==> config.mk <==
export PLATFORM = sky130hd
export DESIGN_NAME = fraction_reduce_gcd_flat
export DESIGN_NICKNAME = d
export VERILOG_FILES = /design/src/sv/frg_pkg.sv /design/src/sv/frg_if.sv /design/src/sv/frg_div.sv /design/src/sv/frg_datapath.sv /design/src/sv/frg_ctrl.sv /design/src/sv/fraction_reduce_gcd.sv /design/src/flat_wrapper.sv
export SDC_FILE = /design/constraint.sdc
export NUM_CORES = 1
export LEC_CHECK = 0
export BUFFER_PORTS_ARGS = -buffer_cell sky130_fd_sc_hd__buf_4
export CAP_MARGIN = 20
export CORE_MARGIN = 8
export CORE_UTILIZATION = 63
export CTS_BUF_LIST = sky130_fd_sc_hd__clkbuf_4
export DETAILED_ROUTE_END_ITERATION = 8
export PLACE_DENSITY = 0.93
export SYNTH_ARGS = -nofsm -noshare
export SYNTH_HDL_FRONTEND = slang
export SYNTH_SLANG_ARGS = --single-unit
==> constraint.sdc <==
create_clock -name clk -period 6.8 [get_ports clk]
set_clock_uncertainty 0.05 [all_clocks]
set_input_delay 1.02 -clock clk [delete_from_list [all_inputs] [get_ports clk]]
set_output_delay 1.02 -clock clk [all_outputs]
set_load 0.01 [all_outputs]
==> src/sv/frg_pkg.sv <==
package frg_pkg;

	localparam int WIDTH = 32;
	localparam int CNT_W = $clog2(WIDTH);

	typedef logic [WIDTH-1:0] word_t;
	typedef logic signed [WIDTH-1:0] sword_t;
	typedef logic [WIDTH-2:0] dword_t;

	localparam word_t MAG_LIMIT = {1'b0, {(WIDTH-1){1'b1}}};

	typedef struct packed {
		logic load;
		logic euc_start;
		logic num_start;
		logic den_start;
		logic euc_update;
		logic store_rn;
		logic store_rd;
		logic emit;
	} cmd_t;

	typedef struct packed {
		logic zz;
		logic b_zero;
		logic div_done;
	} stat_t;

endpackage

==> src/sv/frg_if.sv <==
interface frg_in_if;
	logic valid;
	logic ready;
	frg_pkg::sword_t numerator_in;
	frg_pkg::sword_t denominator_in;

	modport source(output valid, output numerator_in, output denominator_in, input ready);
	modport sink(input valid, input numerator_in, input denominator_in, output ready);
endinterface

interface frg_out_if;
	logic valid;
	logic ready;
	frg_pkg::sword_t numerator_out;
	frg_pkg::dword_t denominator_out;
	logic zero_over_zero;

	modport source(output valid, output numerator_out, output denominator_out,
		output zero_over_zero, input ready);
	modport sink(input valid, input numerator_out, input denominator_out,
		input zero_over_zero, output ready);
endinterface

==> src/sv/frg_div.sv <==
module frg_div (
	input  logic           clk,
	input  logic           arst_n,
	input  logic           start,
	input  frg_pkg::word_t dividend,
	input  frg_pkg::word_t divisor,
	output frg_pkg::word_t quotient,
	output frg_pkg::word_t remainder,
	output logic           done
);

	logic busy_q;
	logic done_q;
	logic [frg_pkg::CNT_W-1:0] cnt_q;
	frg_pkg::word_t rem_q;
	frg_pkg::word_t quo_q;
	frg_pkg::word_t dsr_q;

	logic [frg_pkg::WIDTH:0] trial;
	logic [frg_pkg::WIDTH:0] diff;
	logic ge;
	logic last;

	// Restoring division: one quotient bit per cycle, most significant first.
	assign trial = {rem_q, quo_q[frg_pkg::WIDTH-1]};
	assign diff = trial - {1'b0, dsr_q};
	assign ge = !diff[frg_pkg::WIDTH];
	assign last = (cnt_q == frg_pkg::CNT_W'(frg_pkg::WIDTH - 1));

	always_ff @(posedge clk or negedge arst_n) begin
		if (!arst_n) begin
			busy_q <= 1'b0;
			done_q <= 1'b0;
			cnt_q <= '0;
		end else begin
			done_q <= busy_q && last;
			if (start) begin
				busy_q <= 1'b1;
				cnt_q <= '0;
			end else if (busy_q) begin
				cnt_q <= cnt_q + 1'b1;
				if (last) begin
					busy_q <= 1'b0;
				end
			end
		end
	end

	always_ff @(posedge clk) begin
		if (start) begin
			rem_q <= '0;
			quo_q <= dividend;
			dsr_q <= divisor;
		end else if (busy_q) begin
			rem_q <= ge ? diff[frg_pkg::WIDTH-1:0] : trial[frg_pkg::WIDTH-1:0];
			quo_q <= {quo_q[frg_pkg::WIDTH-2:0], ge};
		end
	end

	assign quotient = quo_q;
	assign remainder = rem_q;
	assign done = done_q;

endmodule

==> src/sv/frg_datapath.sv <==
module frg_datapath (
	input  logic            clk,
	input  logic            arst_n,
	input  frg_pkg::sword_t num_in,
	input  frg_pkg::sword_t den_in,
	input  frg_pkg::cmd_t   cmd,
	output frg_pkg::stat_t  stat,
	output frg_pkg::sword_t num_out,
	output frg_pkg::dword_t den_out,
	output logic            zz_out
);

	frg_pkg::word_t nm_q;
	frg_pkg::word_t dm_q;
	logic nneg_q;
	logic dneg_q;
	logic zz_q;
	frg_pkg::word_t a_q;
	frg_pkg::word_t b_q;
	frg_pkg::word_t rn_q;
	frg_pkg::word_t rd_q;
	frg_pkg::sword_t num_q;
	frg_pkg::dword_t den_q;
	logic zzo_q;

	frg_pkg::word_t n_mag;
	frg_pkg::word_t d_mag;
	frg_pkg::word_t div_dividend;
	frg_pkg::word_t div_divisor;
	frg_pkg::word_t quo;
	frg_pkg::word_t rem;
	logic div_start;
	logic div_done;
	frg_pkg::word_t rn_sat;
	frg_pkg::word_t rd_sat;
	logic neg;

	assign n_mag = num_in[frg_pkg::WIDTH-1] ? (~frg_pkg::word_t'(num_in) + 1'b1)
		: frg_pkg::word_t'(num_in);
	assign d_mag = den_in[frg_pkg::WIDTH-1] ? (~frg_pkg::word_t'(den_in) + 1'b1)
		: frg_pkg::word_t'(den_in);

	assign div_start = cmd.euc_start || cmd.num_start || cmd.den_start;

	// After the Euclid loop a_q holds the common divisor.
	always_comb begin
		priority if (cmd.num_start) begin
			div_dividend = nm_q;
			div_divisor = a_q;
		end else if (cmd.den_start) begin
			div_dividend = dm_q;
			div_divisor = a_q;
		end else begin
			div_dividend = a_q;
			div_divisor = b_q;
		end
	end

	frg_div u_div (
		.clk(clk),
		.arst_n(arst_n),
		.start(div_start),
		.dividend(div_dividend),
		.divisor(div_divisor),
		.quotient(quo),
		.remainder(rem),
		.done(div_done)
	);

	always_ff @(posedge clk) begin
		if (cmd.load) begin
			nm_q <= n_mag;
			dm_q <= d_mag;
			nneg_q <= num_in[frg_pkg::WIDTH-1];
			dneg_q <= den_in[frg_pkg::WIDTH-1];
			zz_q <= stat.zz;
			a_q <= n_mag;
			b_q <= d_mag;
		end else if (cmd.euc_update) begin
			a_q <= b_q;
			b_q <= rem;
		end
		if (cmd.store_rn) begin
			rn_q <= quo;
		end
		if (cmd.store_rd) begin
			rd_q <= quo;
		end
	end

	// Only the most negative input can give a magnitude past the limit.
	assign rn_sat = rn_q[frg_pkg::WIDTH-1] ? frg_pkg::MAG_LIMIT : rn_q;
	assign rd_sat = rd_q[frg_pkg::WIDTH-1] ? frg_pkg::MAG_LIMIT : rd_q;
	assign neg = (nneg_q != dneg_q) && (rn_q != '0);

	always_ff @(posedge clk) begin
		if (cmd.emit) begin
			if (zz_q) begin
				num_q <= '0;
				den_q <= '0;
				zzo_q <= 1'b1;
			end else begin
				num_q <= frg_pkg::sword_t'(neg ? (~rn_sat + 1'b1) : rn_sat);
				den_q <= rd_sat[frg_pkg::WIDTH-2:0];
				zzo_q <= 1'b0;
			end
		end
	end

	assign stat.zz = (num_in == '0) && (den_in == '0);
	assign stat.b_zero = (b_q == '0);
	assign stat.div_done = div_done;

	assign num_out = num_q;
	assign den_out = den_q;
	assign zz_out = zzo_q;

endmodule

==> src/sv/frg_ctrl.sv <==
module frg_ctrl (
	input  logic           clk,
	input  logic           arst_n,
	input  logic           in_valid,
	output logic           in_ready,
	output logic           out_valid,
	input  logic           out_ready,
	input  frg_pkg::stat_t stat,
	output frg_pkg::cmd_t  cmd
);

	typedef enum logic [2:0] {
		IDLE,
		EUC_TEST,
		EUC_DIV,
		NUM_DIV,
		DEN_DIV,
		FINISH
	} state_t;

	state_t state_q;
	logic out_valid_q;
	logic can_emit;

	assign in_ready = (state_q == IDLE);
	assign can_emit = !out_valid_q || out_ready;

	always_comb begin
		cmd = '0;
		unique case (state_q)
			IDLE: cmd.load = in_valid;
			EUC_TEST: begin
				cmd.num_start = stat.b_zero;
				cmd.euc_start = !stat.b_zero;
			end
			EUC_DIV: cmd.euc_update = stat.div_done;
			NUM_DIV: begin
				cmd.store_rn = stat.div_done;
				cmd.den_start = stat.div_done;
			end
			DEN_DIV: cmd.store_rd = stat.div_done;
			FINISH: cmd.emit = can_emit;
			default: cmd = '0;
		endcase
	end

	always_ff @(posedge clk or negedge arst_n) begin
		if (!arst_n) begin
			state_q <= IDLE;
			out_valid_q <= 1'b0;
		end else begin
			// A new word replaces the one leaving in the same cycle.
			if (state_q == FINISH && can_emit) begin
				out_valid_q <= 1'b1;
			end else if (out_valid_q && out_ready) begin
				out_valid_q <= 1'b0;
			end
			unique case (state_q)
				IDLE: begin
					if (in_valid) begin
						state_q <= stat.zz ? FINISH : EUC_TEST;
					end
				end
				EUC_TEST: state_q <= stat.b_zero ? NUM_DIV : EUC_DIV;
				EUC_DIV: begin
					if (stat.div_done) begin
						state_q <= EUC_TEST;
					end
				end
				NUM_DIV: begin
					if (stat.div_done) begin
						state_q <= DEN_DIV;
					end
				end
				DEN_DIV: begin
					if (stat.div_done) begin
						state_q <= FINISH;
					end
				end
				FINISH: begin
					if (can_emit) begin
						state_q <= IDLE;
					end
				end
				default: state_q <= IDLE;
			endcase
		end
	end

	assign out_valid = out_valid_q;

endmodule

==> src/sv/fraction_reduce_gcd.sv <==
// Fraction reducer: takes a signed fraction on in_ch and returns it in lowest
// terms on out_ch, with the sign on the numerator and a non-negative
// denominator. Zero over zero returns 0/0 with zero_over_zero set; a nonzero
// value over zero returns +1/0 or -1/0; zero over a nonzero value returns 0/1.
// Both channels are valid/ready; a word moves when valid and ready are high
// at a rising edge of clk.
// One fraction is worked on at a time. The greatest common divisor comes from
// a Euclid loop whose steps each run one remainder through a shared restoring
// divider; two more divider passes then divide both parts. Zero over zero
// skips the divider and goes straight to the output. A new fraction is taken
// only once the last one has reached the output register.
// The result waits in an output register, so in_ch takes the next fraction
// while out_ch is stalled; that fraction then holds until the register frees.
// arst_n clears the controller and the output valid; no result is pending
// after reset.
module fraction_reduce_gcd (
	input logic       clk,
	input logic       arst_n,
	frg_in_if.sink    in_ch,
	frg_out_if.source out_ch
);

	frg_pkg::cmd_t cmd;
	frg_pkg::stat_t stat;

	frg_ctrl u_ctrl (
		.clk(clk),
		.arst_n(arst_n),
		.in_valid(in_ch.valid),
		.in_ready(in_ch.ready),
		.out_valid(out_ch.valid),
		.out_ready(out_ch.ready),
		.stat(stat),
		.cmd(cmd)
	);

	frg_datapath u_dp (
		.clk(clk),
		.arst_n(arst_n),
		.num_in(in_ch.numerator_in),
		.den_in(in_ch.denominator_in),
		.cmd(cmd),
		.stat(stat),
		.num_out(out_ch.numerator_out),
		.den_out(out_ch.denominator_out),
		.zz_out(out_ch.zero_over_zero)
	);

endmodule

==> src/flat_wrapper.sv <==
// flat-port wrapper written by rule: the top's interface ports become plain ports
module fraction_reduce_gcd_flat 
  (clk, arst_n, in_ch_valid, in_ch_numerator_in, in_ch_denominator_in, in_ch_ready, out_ch_valid, out_ch_numerator_out, out_ch_denominator_out, out_ch_zero_over_zero, out_ch_ready);
  frg_in_if in_ch_i ();
  frg_out_if out_ch_i ();
  input logic clk;
  input logic arst_n;
  input wire logic [$bits(in_ch_i.valid)-1:0] in_ch_valid;
  input wire logic [$bits(in_ch_i.numerator_in)-1:0] in_ch_numerator_in;
  input wire logic [$bits(in_ch_i.denominator_in)-1:0] in_ch_denominator_in;
  output wire logic [$bits(in_ch_i.ready)-1:0] in_ch_ready;
  output wire logic [$bits(out_ch_i.valid)-1:0] out_ch_valid;
  output wire logic [$bits(out_ch_i.numerator_out)-1:0] out_ch_numerator_out;
  output wire logic [$bits(out_ch_i.denominator_out)-1:0] out_ch_denominator_out;
  output wire logic [$bits(out_ch_i.zero_over_zero)-1:0] out_ch_zero_over_zero;
  input wire logic [$bits(out_ch_i.ready)-1:0] out_ch_ready;
  assign in_ch_i.valid = in_ch_valid;
  assign in_ch_i.numerator_in = in_ch_numerator_in;
  assign in_ch_i.denominator_in = in_ch_denominator_in;
  assign in_ch_ready = in_ch_i.ready;
  assign out_ch_valid = out_ch_i.valid;
  assign out_ch_numerator_out = out_ch_i.numerator_out;
  assign out_ch_denominator_out = out_ch_i.denominator_out;
  assign out_ch_zero_over_zero = out_ch_i.zero_over_zero;
  assign out_ch_i.ready = out_ch_ready;
  fraction_reduce_gcd u_core (.clk(clk), .arst_n(arst_n), .in_ch(in_ch_i), .out_ch(out_ch_i));
endmodule
==> metrics.md <==
| Metric | Value |
|---|---|
| Post-route ant nets | 0 |
| Minimum hold slack | roughly 0.076 ns |
| Final Max Tran Viols | 0 |
| Setup ws final | roughly 2.5 ns |
| Clk_lat worst skew | 0.74 ns |
| Worst Path Arrival | roughly 4.7 ns |
| Worst Path Required | a little over 7 ns |
| CP endpoint kind | register |
| Worst VDD drop | roughly 270 uV |
| Port bufs | approximately 130 |
| Drt pass-1 iters | 6 |
| Antenna violations before repair | 4 |
| Mapped Nets | approximately 1700 |
| Vias post-DR | around 14000 |
| Crit-path most repeated cell | or4_4 |
| Final setup violation count | 0 |
| Die height | around 190 um |
| Worst-path clk slew | 0.09 ns |
| Worst Tran Pin Value | approximately 1.1 ns |
| Top-Level Pins | about 130 |
| H-tree levels | 3 |
| Static Leakage | between 7 and 8 nW |
| Max-slew headroom | a little under a quarter |
| Initial Util | a little under two thirds |
| Buf/Inv on CP | 1 |
| Drt drc | 0 |
| Clock root cell | clkbuf_4 |
| Share of cells above drive strength 1 | between 20 and 25% |
| TritonCTS buffer count | 87 |
| Detailed router's first-iteration violation count | 2150 |
| Worst path cell trace | buf_4 -> or4_4 -> or3_4 -> or4_4 -> or4_1 -> or4_4 -> or3_4 -> o41ai_4 -> xnor2_1 -> mux2_2 |
| Post-DP HPWL | between 30000 and 40000 um |
| Post-synthesis sequential area ratio | between 50 and 60% |
| Part of the cycle the worst path needs | a little under two thirds |
| DP Worst Slack | between 1.5 and 2 ns |
| Vias in the first global route | between 10000 and 15000 |
| Tmin final | about 4.3 ns |
| # nets final | 1841 |
| Clk buf depth | 3 |
| Clock Sinks | between 300 and 400 |
| Ys flop type | edfxtp_1 |
| Run status | finished, final reports clean |
| Pwr Density | around 400 mW/mm^2 |
| Synth Cell Area | 0.0182 mm^2 |
| Crit-path leading delay family | simple AND/OR/NAND/NOR gates |
| First-pass GRT wire length | just over 70000 um |
| Hold_buf cts | 0 |
| Overall routing resource usage | a little over a quarter |
| Setup CP Type | in2reg |
| Drt via density | about 6.3 |
| Drt total wl | around 45000 um |
| CTS resizes | 0 |
| Setup TNS | 0 ns |
| Die footprint | 0.0346 mm^2 |
| Library cells used by synthesis | 55 |
| EDFF count, synth | 323 |
| Core area | between 0.02 and 0.03 mm^2 |
| Crit path largest cell delay | 0.55 ns |
| CTS tree | built |
| Area delta synth->final | 14.0% |
| Setup repair bufs after CTS | 0 |
| GPL Wtd Cong | roughly 0.87 |
| #FFs+latches synth | 366 |
| Max cap viols | 0 |
| Avg Cell Area, Syn | between 10 and 15 um^2 |
| Critical path's slowest cell | or4_4 |
| Worst Hold Class | in2async |
| GRT overflow | 0 |
| RSZ-0062 raised after global routing | no |
| Largest net degree at the start of global routing | 76 |
| CP Launch Type | input pin |
| Synth async-reset ratio | 3.01% |
| Rows | slightly above 60 |
| Max Clk Rate | 0.232 GHz |
| WL/cell | ~21 um |
| Cells after synthesis | around 1600 |
| Crit-path max FO | 5 |
| YS warnings | 0 |
| Die Wd | approximately 190 um |
| Hold Fails Final Rpt | 0 |
kinds of logic after synthesis:
kind of cell / share of synthesized area [%]
and+or+nand+nor: 12.0
DFF: 58.4
AOI/OAI and AO/OA: 10.7
muxes: 9.11
buffers and inverters: 2.62
xor gates and xnor gates: 4.62
adders and majority gates: 2.66
cell type report:
cell class / instances / area [um^2]
clock inverter: 33 / 264
multi-input combinational: 1081 / 7140
clock buffer: 121 / 908
fill: 1700 / 7800
tap: 384 / 480
sequential: 366 / 10600
antenna: 6 / 15.0
timing repair buffer: 149 / 1140
inverter: 50 / 188
layout by cell type, fill, tap and decap left out, drive strengths merged, types with 4 or more instances in the layout:
cell type,Yosys,routed
edfxtp,323,323
nor2,215,215
buf,12,148
clkbuf,65,121
o21ai,106,106
nand2,95,95
mux2,93,93
a21oi,86,86
xnor2,72,72
mux2i,61,61
inv,49,51
nor3,48,48
ha,37,37
dfxtp,32,32
clkinv,1,26
o21a,25,25
xor2,24,24
a211oi,24,24
nand3,21,21
o31ai,17,17
nand2b,16,16
or4,16,16
nor4,15,15
a21o,14,14
or3,13,13
dfrtp,11,11
a31oi,10,10
o41ai,8,8
nand4,7,7
a21boi,7,7
and2,7,7
diode,0,6
and3,6,6
o211ai,6,6
bufinv,0,5
nor2b,4,4
where the power goes:
group	internal [W]	leakage, nW	total (W)	switching, W
Clock	0.00102	0.685	0.00190	0.000883
Sequential	0.00316	3.42	0.00354	0.000380
Combinational	0.00125	3.87	0.00293	0.00168
Total	0.00543	7.97	0.00837	0.00294
through the flow:
| stage | cells | utilization, % | power (W) | instance area (um^2) |
|---|---|---|---|---|
| 5_1_grt | 2188 | 72.6 | 0.00879 | 20700 |
| 3_5_place_dp | 2028 | 68.4 | 0.00635 | 19500 |
| 2_1_floorplan | 1574 | - | 0.00560 | 18200 |
| 6_report | 2190 | 72.7 | 0.00837 | 20700 |
| 4_1_cts | 2182 | 72.5 | 0.00829 | 20700 |
| 3_3_place_gp | 2028 | 68.4 | 0.00616 | 19500 |
cells in the mapped netlist (10+ instances only):
| master | instances | area, um^2 |
|---|---|---|
| ha_1 | 37 | 463 |
| dfxtp_1 | 32 | 641 |
| o31ai_1 | 16 | 120 |
| nor2_1 | 215 | 807 |
| a31oi_1 | 10 | 62.6 |
| nand2_1 | 95 | 357 |
| nand3_1 | 21 | 105 |
| buf_1 | 12 | 45.0 |
| a211oi_1 | 24 | 180 |
| edfxtp_1 | 323 | 9700 |
| nor4_1 | 15 | 93.8 |
| mux2i_1 | 61 | 611 |
| a21oi_1 | 86 | 430 |
| o21a_1 | 25 | 188 |
| xor2_1 | 24 | 210 |
| clkbuf_1 | 65 | 244 |
| inv_1 | 49 | 184 |
| nand2b_1 | 16 | 100 |
| xnor2_1 | 72 | 631 |
| a21o_1 | 14 | 105 |
| or3_1 | 11 | 68.8 |
| nor3_1 | 48 | 240 |
| o21ai_0 | 105 | 526 |
| or4_1 | 13 | 97.6 |
| mux2_2 | 93 | 1050 |
| dfrtp_1 | 11 | 275 |
worst register-to-register path: stages (launching register included):
cell and delay [ns]:
edfxtp_1 0.52, inv_1 0.09, ha_1 0.24, fa_1 0.41, nand2b_1 0.18, a21oi_1 0.18
o41a_1 0.33, a32oi_1 0.19, and3_1 0.29, nor3_1 0.61, nor2_4 0.18, buf_12 0.23
mux2i_1 0.17, a211oi_1 0.31
final timing paths:
path                                                         to  slack, ns  depth (start not counted)                      startpoint
worst max-delay path                        u_core.u_dp.b_q[27]       2.49                         10         in_ch_denominator_in[3]
max in group asynchronous              u_core.u_ctrl.state_q[0]       6.44                          1                          arst_n
worst min register to register             u_core.u_dp.rd_q[23]       0.42                          0  u_core.u_dp.u_div.quotient[23]
worst min-delay path                 u_core.u_dp.u_div.cnt_q[4]       0.08                          1                          arst_n
min in group clk                           u_core.u_dp.rd_q[23]       0.42                          0  u_core.u_dp.u_div.quotient[23]
worst max register to register  u_core.u_dp.u_div.remainder[17]       2.74                         13  u_core.u_dp.u_div.quotient[31]
layer usage:
metal | vias to the layer above | GRT usage (%) | wire [um]
li1 | 6175 | - | -
met5 | - | 0 | 0
met4 | 0 | 13.8 | 2090
met1 | 6378 | 32.6 | 16400
met2 | 989 | 42.4 | 21600
met3 | 172 | 5.21 | 5210
sequential cells by signal (all words and copies together), names as in the netlist, 3 cells and up:
name                         cells
u_core.u_dp.nm_q                32
u_core.u_dp.den_out             31
u_core.u_dp.u_div.remainder     32
u_core.u_dp.u_div.cnt_q          5
u_core.u_dp.b_q                 32
u_core.u_dp.num_out             32
u_core.u_dp.u_div.dsr_q         32
u_core.u_dp.rn_q                32
u_core.u_dp.rd_q                32
u_core.u_ctrl.state_q            3
u_core.u_dp.a_q                 32
u_core.u_dp.dm_q                32
u_core.u_dp.u_div.quotient      32
Note: power is estimated with default switching activity, not from simulation.
